===== src/rtl/smf_pkg.sv =====
// ----------------------------------------------------------------------------
// smf_pkg
// Shared constants and types for the sliding median filter and its cells.
// ----------------------------------------------------------------------------
package smf_pkg;

    localparam int SAMPLE_W     = 16;
    localparam int HALF_W       = 3;
    localparam int MAX_HALF_DEF = 7;
    localparam int HALF_RESET   = 2;

    typedef enum logic [1:0] {
        CELL_HOLD,
        CELL_PUSH,
        CELL_CLEAR
    } t_cell_op;

    // command broadcast to every cell of the sorted chain
    typedef struct packed {
        t_cell_op                    op;
        logic signed [SAMPLE_W-1:0]  din;
    } t_cell_cmd;

endpackage


===== src/rtl/smf_cell.sv =====
// ----------------------------------------------------------------------------
// smf_cell
// One slot of the sorted window: holds a sample and its age, drops the
// oldest sample and inserts the new one in order together with its neighbors.
// ----------------------------------------------------------------------------
module smf_cell
    import smf_pkg::*;
#(
    parameter int DEPTH = 2 * MAX_HALF_DEF + 1,
    parameter int AGE_W = $clog2(DEPTH),
    parameter int IDX   = 0
) (
    input  logic                       i_clk,
    input  logic                       i_rst_n,
    input  t_cell_cmd                  i_cmd,
    input  logic signed [SAMPLE_W-1:0] i_right_val,
    input  logic [AGE_W-1:0]           i_right_age,
    input  logic signed [SAMPLE_W-1:0] i_left_cval,
    input  logic [AGE_W-1:0]           i_left_cage,
    input  logic                       i_left_gt,
    input  logic                       i_left_del,
    output logic signed [SAMPLE_W-1:0] o_val,
    output logic [AGE_W-1:0]           o_age,
    output logic signed [SAMPLE_W-1:0] o_cval,
    output logic [AGE_W-1:0]           o_cage,
    output logic                       o_gt,
    output logic                       o_del
);

    localparam logic [AGE_W-1:0] AGE_OLD  = AGE_W'(DEPTH - 1);
    localparam logic [AGE_W-1:0] AGE_INIT = AGE_W'(IDX);
    localparam bit               IS_END   = (IDX == DEPTH - 1);

    logic signed [SAMPLE_W-1:0] r_val, n_val;
    logic [AGE_W-1:0]           r_age, n_age;
    logic signed [SAMPLE_W-1:0] w_din;
    logic                       w_old;

    assign w_din  = i_cmd.din;
    assign w_old  = (r_age == AGE_OLD);
    // oldest sample sits at or left of this slot
    assign o_del  = i_left_del | w_old;
    // compacted list entry once the oldest sample is taken out
    assign o_cval = o_del ? i_right_val : r_val;
    assign o_cage = o_del ? i_right_age : r_age;
    assign o_gt   = IS_END ? 1'b1 : (o_cval > w_din);
    assign o_val  = r_val;
    assign o_age  = r_age;

    always_comb begin
        n_val = r_val;
        n_age = r_age;
        unique case (i_cmd.op)
            CELL_PUSH: begin
                if (i_left_gt) begin
                    n_val = i_left_cval;
                    n_age = i_left_cage + AGE_W'(1);
                end else if (o_gt) begin
                    n_val = w_din;
                    n_age = '0;
                end else begin
                    n_val = o_cval;
                    n_age = o_cage + AGE_W'(1);
                end
            end
            CELL_CLEAR: begin
                n_val = '0;
                n_age = AGE_INIT;
            end
            default: begin
                n_val = r_val;
                n_age = r_age;
            end
        endcase
    end

    always_ff @(posedge i_clk) begin
        if (!i_rst_n) begin
            r_val <= '0;
            r_age <= AGE_INIT;
        end else begin
            r_val <= n_val;
            r_age <= n_age;
        end
    end

endmodule


===== src/rtl/smf_median.sv =====
// ----------------------------------------------------------------------------
// smf_median
// Picks the median from the sorted chain: the window entry with exactly
// half_width younger-window entries below it in sort order.
// ----------------------------------------------------------------------------
module smf_median
    import smf_pkg::*;
#(
    parameter int DEPTH = 2 * MAX_HALF_DEF + 1,
    parameter int AGE_W = $clog2(DEPTH)
) (
    input  logic [DEPTH-1:0][SAMPLE_W-1:0] i_vals,
    input  logic [DEPTH-1:0][AGE_W-1:0]    i_ages,
    input  logic [HALF_W-1:0]              i_half,
    output logic [SAMPLE_W-1:0]            o_median
);

    localparam int CNT_W = $clog2(DEPTH + 1);

    logic [HALF_W:0]    w_span;
    logic [DEPTH-1:0]   w_elig;
    logic [DEPTH-1:0]   w_hit;
    logic [DEPTH-1:0]   w_below;
    logic [CNT_W-1:0]   w_cnt;

    assign w_span = {i_half, 1'b1};

    always_comb begin
        for (int i = 0; i < DEPTH; i++) begin
            w_elig[i] = (32'(i_ages[i]) < 32'(w_span));
        end
    end

    always_comb begin
        w_hit   = '0;
        w_below = '0;
        w_cnt   = '0;
        for (int i = 0; i < DEPTH; i++) begin
            for (int j = 0; j < DEPTH; j++) begin
                w_below[j] = w_elig[j] && (j < i);
            end
            w_cnt    = CNT_W'($countones(w_below));
            w_hit[i] = w_elig[i] && (32'(w_cnt) == 32'(i_half));
        end
    end

    always_comb begin
        o_median = '0;
        for (int i = 0; i < DEPTH; i++) begin
            o_median = o_median | (w_hit[i] ? i_vals[i] : '0);
        end
    end

endmodule


===== src/rtl/sliding_median_filter.sv =====
// ----------------------------------------------------------------------------
// sliding_median_filter
// Zero-padded 1-D median filter over rows of signed 16-bit samples.
// ----------------------------------------------------------------------------
// Usage: samples enter on i_in_valid / o_in_stall with i_row_last on the final
// sample of a row; medians leave on o_out_valid / i_out_stall, o_last marking
// a row's final median. The window of 2*half_width+1 samples lives in a chain
// of sorted cells; each sample drops the oldest entry and is inserted in order,
// and a select stage reads the median off the chain.
// Throughput: one sample per cycle inside a row, unless o_in_stall holds the
// input. Each median is read off the chain once the sample that completes its
// window is in, and is registered in the output register. A row end shifts in
// up to half_width padding zeros, then the chain is cleared for the next row.
// The output register frees the input side: a new sample is taken while a
// median waits, as long as the pending median has a place to go. With the
// receiver stalled, one median waits in the output register, one waits in the
// chain, and o_in_stall rises.
// half_width, written on i_cfg_we, saturates to MAX_HALF; the user must write
// it only while idle, not enforced by the block. Reset (synchronous, active
// low) clears the chain to zeros, empties the output, sets half_width to 2.
// ----------------------------------------------------------------------------
module sliding_median_filter
    import smf_pkg::*;
#(
    parameter int MAX_HALF = MAX_HALF_DEF
) (
    input  logic                       i_clk,
    input  logic                       i_rst_n,
    input  logic                       i_cfg_we,
    input  logic [HALF_W-1:0]          i_cfg_data,
    input  logic                       i_in_valid,
    output logic                       o_in_stall,
    input  logic signed [SAMPLE_W-1:0] i_sample,
    input  logic                       i_row_last,
    output logic                       o_out_valid,
    input  logic                       i_out_stall,
    output logic signed [SAMPLE_W-1:0] o_filtered,
    output logic                       o_last
);

    localparam int DEPTH = 2 * MAX_HALF + 1;
    localparam int AGE_W = $clog2(DEPTH);
    localparam int HALF_INIT = (HALF_RESET < MAX_HALF) ? HALF_RESET : MAX_HALF;

    logic [HALF_W-1:0] r_half;
    logic [HALF_W-1:0] r_row_fill, n_row_fill;
    logic [HALF_W-1:0] r_flush, n_flush;
    logic              r_pmed, n_pmed;
    logic              r_plast, n_plast;
    logic              r_ovalid, n_ovalid;
    logic signed [SAMPLE_W-1:0] r_filtered;
    logic              r_olast;

    logic              w_load_ok, w_load, w_clear, w_flush_go, w_in_acc;
    logic              w_emit;
    logic [HALF_W-1:0] w_fill_inc, w_pending;
    t_cell_cmd         w_cmd;
    logic [SAMPLE_W-1:0] w_median;

    logic [DEPTH:0][SAMPLE_W-1:0] w_val;
    logic [DEPTH:0][AGE_W-1:0]    w_age;
    logic [DEPTH:0][SAMPLE_W-1:0] w_cval;
    logic [DEPTH:0][AGE_W-1:0]    w_cage;
    logic [DEPTH:0]               w_gt;
    logic [DEPTH:0]               w_del;

    // ---------------- configuration ----------------
    always_ff @(posedge i_clk) begin
        if (!i_rst_n) begin
            r_half <= HALF_W'(HALF_INIT);
        end else if (i_cfg_we) begin
            if (32'(i_cfg_data) > 32'(MAX_HALF)) begin
                r_half <= HALF_W'(MAX_HALF);
            end else begin
                r_half <= i_cfg_data;
            end
        end
    end

    // ---------------- control ----------------
    assign w_load_ok  = !r_ovalid || !i_out_stall;
    assign w_load     = r_pmed && w_load_ok;
    assign w_clear    = w_load && r_plast;
    assign w_flush_go = (r_flush != '0) && (!r_pmed || w_load_ok);
    assign o_in_stall = (r_flush != '0) || (r_pmed && (r_plast || !w_load_ok));
    assign w_in_acc   = i_in_valid && !o_in_stall;

    assign w_emit     = (r_row_fill >= r_half);
    assign w_fill_inc = w_emit ? r_row_fill : (r_row_fill + HALF_W'(1));
    assign w_pending  = (w_fill_inc < r_half) ? w_fill_inc : r_half;

    always_comb begin
        w_cmd.op  = CELL_HOLD;
        w_cmd.din = '0;
        priority if (w_clear) begin
            w_cmd.op = CELL_CLEAR;
        end else if (w_in_acc) begin
            w_cmd.op  = CELL_PUSH;
            w_cmd.din = i_sample;
        end else if (w_flush_go) begin
            // padding zero past the row end
            w_cmd.op = CELL_PUSH;
        end
    end

    always_comb begin
        n_row_fill = r_row_fill;
        n_flush    = r_flush;
        n_pmed     = r_pmed;
        n_plast    = r_plast;
        n_ovalid   = r_ovalid;

        if (w_load) begin
            n_ovalid = 1'b1;
            n_pmed   = 1'b0;
        end else if (!i_out_stall) begin
            n_ovalid = 1'b0;
        end

        if (w_in_acc) begin
            n_pmed  = w_emit;
            n_plast = i_row_last && (w_pending == '0);
            if (i_row_last) begin
                n_flush = w_pending;
            end else begin
                n_row_fill = w_fill_inc;
            end
        end else if (w_flush_go) begin
            n_flush = r_flush - HALF_W'(1);
            n_pmed  = 1'b1;
            n_plast = (r_flush == HALF_W'(1));
        end

        if (w_clear) begin
            n_row_fill = '0;
        end
    end

    always_ff @(posedge i_clk) begin
        if (!i_rst_n) begin
            r_row_fill <= '0;
            r_flush    <= '0;
            r_pmed     <= 1'b0;
            r_plast    <= 1'b0;
            r_ovalid   <= 1'b0;
        end else begin
            r_row_fill <= n_row_fill;
            r_flush    <= n_flush;
            r_pmed     <= n_pmed;
            r_plast    <= n_plast;
            r_ovalid   <= n_ovalid;
        end
    end

    always_ff @(posedge i_clk) begin
        if (w_load) begin
            r_filtered <= w_median;
            r_olast    <= r_plast;
        end
    end

    assign o_out_valid = r_ovalid;
    assign o_filtered  = r_filtered;
    assign o_last      = r_olast;

    // ---------------- sorted cell chain ----------------
    assign w_val[DEPTH]  = '0;
    assign w_age[DEPTH]  = '0;
    assign w_cval[0]     = '0;
    assign w_cage[0]     = '0;
    assign w_gt[0]       = 1'b0;
    assign w_del[0]      = 1'b0;

    for (genvar g = 0; g < DEPTH; g++) begin : g_cell
        smf_cell #(
            .DEPTH (DEPTH),
            .AGE_W (AGE_W),
            .IDX   (g)
        ) u_cell (
            .i_clk       (i_clk),
            .i_rst_n     (i_rst_n),
            .i_cmd       (w_cmd),
            .i_right_val (w_val[g+1]),
            .i_right_age (w_age[g+1]),
            .i_left_cval (w_cval[g]),
            .i_left_cage (w_cage[g]),
            .i_left_gt   (w_gt[g]),
            .i_left_del  (w_del[g]),
            .o_val       (w_val[g]),
            .o_age       (w_age[g]),
            .o_cval      (w_cval[g+1]),
            .o_cage      (w_cage[g+1]),
            .o_gt        (w_gt[g+1]),
            .o_del       (w_del[g+1])
        );
    end

    smf_median #(
        .DEPTH (DEPTH),
        .AGE_W (AGE_W)
    ) u_median (
        .i_vals   (w_val[DEPTH-1:0]),
        .i_ages   (w_age[DEPTH-1:0]),
        .i_half   (r_half),
        .o_median (w_median)
    );

`ifndef NO_ASSERTIONS
    // the chain always holds exactly one entry due to leave
    a_oldest_present: assert property (@(posedge i_clk) disable iff (!i_rst_n)
        w_del[DEPTH])
        else $error("no oldest entry found in the sorted chain");

    // chain is empty right after the last median of a row leaves it
    a_clear_after_row: assert property (@(posedge i_clk) disable iff (!i_rst_n)
        (w_load && r_plast) |=> (w_val[DEPTH-1:0] == '0))
        else $error("chain not cleared after row end");

    // padding shifts never run while a row's final median is still pending
    a_flush_vs_last: assert property (@(posedge i_clk) disable iff (!i_rst_n)
        (r_flush != '0) |-> !(r_pmed && r_plast))
        else $error("flush pending together with final median");
`endif

endmodule

===== config.mk =====
export PLATFORM = sky130hd
export DESIGN_NAME = sliding_median_filter
export DESIGN_NICKNAME = d
export VERILOG_FILES = /design/src/rtl/smf_pkg.sv /design/src/rtl/smf_cell.sv /design/src/rtl/smf_median.sv /design/src/rtl/sliding_median_filter.sv
export SDC_FILE = /design/constraint.sdc
export NUM_CORES = 2
export LEC_CHECK = 0
export ABC_AREA = 1
export BUFFER_PORTS_ARGS = -buffer_cell sky130_fd_sc_hd__buf_2
export CELL_PAD_IN_SITES_DETAIL_PLACEMENT = 1
export CELL_PAD_IN_SITES_GLOBAL_PLACEMENT = 2
export CORE_ASPECT_RATIO = 0.7
export CORE_UTILIZATION = 33
export DETAILED_ROUTE_END_ITERATION = 16
export HOLD_SLACK_MARGIN = 0.05
export PLACE_DENSITY_LB_ADDON = 0.1
export SLEW_MARGIN = 5
export SYNTH_ARGS = -nofsm -noshare
export SYNTH_HDL_FRONTEND = slang
export SYNTH_HIERARCHICAL = 1
export SYNTH_SLANG_ARGS = --single-unit

===== constraint.sdc =====
create_clock -name i_clk -period 8.04 [get_ports i_clk]
set_input_delay 0.402 -clock i_clk [delete_from_list [all_inputs] [get_ports i_clk]]
set_output_delay 0.402 -clock i_clk [all_outputs]
set_load 0.02 [all_outputs]

==> impl_metrics.yaml <==
outcome:
  outcome: "finished, final reports clean"
finish:
  design_area_mm2: 0.0397
  multi_input_area_mm2: 0.0262
  seqCellArea_mm2: 0.00676
  syn2layout_area_growth_pct: 7.52
  layout.nets: 5950
  fill_cells: 14333
  drive_above_1_share_pct: 14.7
clock_network:
  cts_tree: "built"
  cts_buffer_depth: 3
  cts.sinks: 329
  cts_made_buffers: 46
  cts.htree.levels: 2
  post_cts_buffers: 0
  clk_pin_slew_worst_paths_ns: 0.06
  insertion_delay_ns: 0.63
  root_buffer: "clkbuf_16"
timing:
  max_freq_ghz: 0.133
  finClkSkew_ns: 0.0197
  setup_viol_count_final: 0
  worst_slew_pin_slew_ns: 1.33
  period_share_pct: 93.6
  tns_ns: 0
  whs_ns: 0.0973
  hold_viol_final: 0
  slew_violations: 0
  finalCriticalPeriod_ns: 7.53
  slew_headroom_pct: 10.7
  rsz0062_at_grt: "false"
floorplanning:
  top_level_ports: 44
  die_h_um: 282
  core_mm2: 0.111
  start_util_pct: 33.3
  die-width_um: 402
  rows: 102
  die_area_mm2: 0.113
critical_path:
  crit_top_cell: "o21bai_4"
  crit_type: "flip-flop to flip-flop"
  crit_slowest_cell: "nand4_2"
  arrival_ns: 8.07
  critPathLaunchType: "flip-flop"
  worst_path_largest_cell_delay_ns: 0.44
  critPathRequiredTime_ns: 8.58
  endpoint_kind: "flip-flop"
  path_max_fanout: 26
route:
  wl_met3_um: 14100
  first_pass_iters: 5
  routed_wl_um: 175000
  m1WireLength_um: 91800
  top_layer: "met5"
  drc: 0
  postRouteAntennaNets: 0
  wl_met2_um: 65100
  vias_per_cell: 5.44
  wl_per_cell_um: 24.8
  first_iter_violations: 3658
  vias: 38379
global_routing:
  grt_pass1_wl_um: 254000
  antenna_found_initial: 12
  grt_pass1_vias: 36894
  grt_max_degree: 39
  grt.total_usage_pct: 30.2
  gr-total-overflow: 0
run:
  maxCapViolations: 0
min_path:
  hold_class: "input port to flip-flop"
placed_design:
  place_area_mm2: 0.0381
  place_congestion: 0.932
  portBuffers: 43
  dpl.hpwl_um: 135000
synth:
  synth_area_mm2: 0.0369
  synth_cells: 5633
  synth.avg_cell_area_um2: 6.55
  ys_warn_count: 6
-- metrics by stage --
step | cells | util [%] | worst slack (ns)
finish | 7054 | 35.8 | 0.511
global route | 7052 | 35.8 | 0.0671
CTS | 7049 | 35.8 | 0.204
detailed placement | 6963 | 34.4 | 0.248
global placement | 6963 | 34.4 | 0.365
floorplan | 5663 | - | 0.287
-- final cells by class --
type | count | area share (%)
Multi-Input combinational cell | 4400 | 66.1
Sequential cell | 329 | 17.0
Inverter | 669 | 6.40
Tap cell | 1456 | 4.59
Clock buffer | 72 | 3.59
Timing Repair Buffer | 112 | 1.92
Clock inverter | 12 | 0.278
Timing Repair inverter | 2 | 0.0315
Antenna cell | 2 | 0.0126
-- cells in the final DEF (no fill, tap or decap), types with 7 or more instances in the layout --
master	count
clkinv_1	12
nand2_2	113
a21oi_1	336
inv_2	24
nor2_4	22
clkbuf_16	50
nand3_4	16
nor3_4	9
xnor2_1	35
o21bai_1	13
o21a_1	7
conb_1	31
clkbuf_8	9
ha_1	349
nand4_2	7
o21ai_0	69
fa_1	16
dfxtp_1	312
nand4_1	321
nor2_8	7
a21oi_2	105
o21bai_4	7
nor2_1	673
a21o_1	17
nand2_1	1314
xor2_1	26
nor2_2	17
nand3_2	46
clkbuf_1	13
inv_1	625
nand3_1	511
edfxtp_1	17
nand2_4	30
mux2_2	210
clkinv_2	10
buf_4	65
buf_2	43
o21ai_1	58
-- sequential cells by signal (all words and copies together), names as in the netlist --
register,flops
r_pmed,1
o_filtered,16
r_flush,3
g_cell.u_cell/o_age,60
r_half,3
o_out_valid,1
r_row_fill,3
r_plast,1
g_cell.u_cell/o_val,240
o_last,1
-- final timing paths --
kind / cells after the start / startpoint / slack, ns / endpoint
hold reg to reg: 2 / o_out_valid / 0.51 / o_out_valid
setup / recovery: 29 / g_cell[0].u_cell/o_age[3] / 0.51 / g_cell[14].u_cell/o_val[3]
hold / removal: 3 / i_cfg_data[1] / 0.1 / r_half[1]
setup reg to reg: 29 / g_cell[0].u_cell/o_age[3] / 0.51 / g_cell[14].u_cell/o_val[3]
-- timing repair --
action                                  4_1_cts  5_1_grt
hold buffers                                  2        0
resized for setup                             0        4
endpoints found under the setup margin        0       30
hold endpoints to repair                      2        0
-- critical path, delay by kind of cell, from the launching register on --
| kind | cells | cell delay [ns] |
|---|---|---|
| AOI/OAI and AO/OA | 15 | 3.60 |
| and+or+nand+nor | 8 | 1.60 |
| buffers and inverters | 4 | 1.11 |
| muxes | 1 | 0.40 |
| DFF | 1 | 0.34 |
| adders and majority gates | 1 | 0.33 |
-- routing by layer --
layer,up-vias,GRT usage (%)
met5,-,0
met4,14,6.33
met3,180,7.46
met2,991,40.0
met1,18766,47.4
li1,18428,-
Power is not shown: default switching activity piles up to over one toggle a cycle in this logic, so the estimate is an artifact.
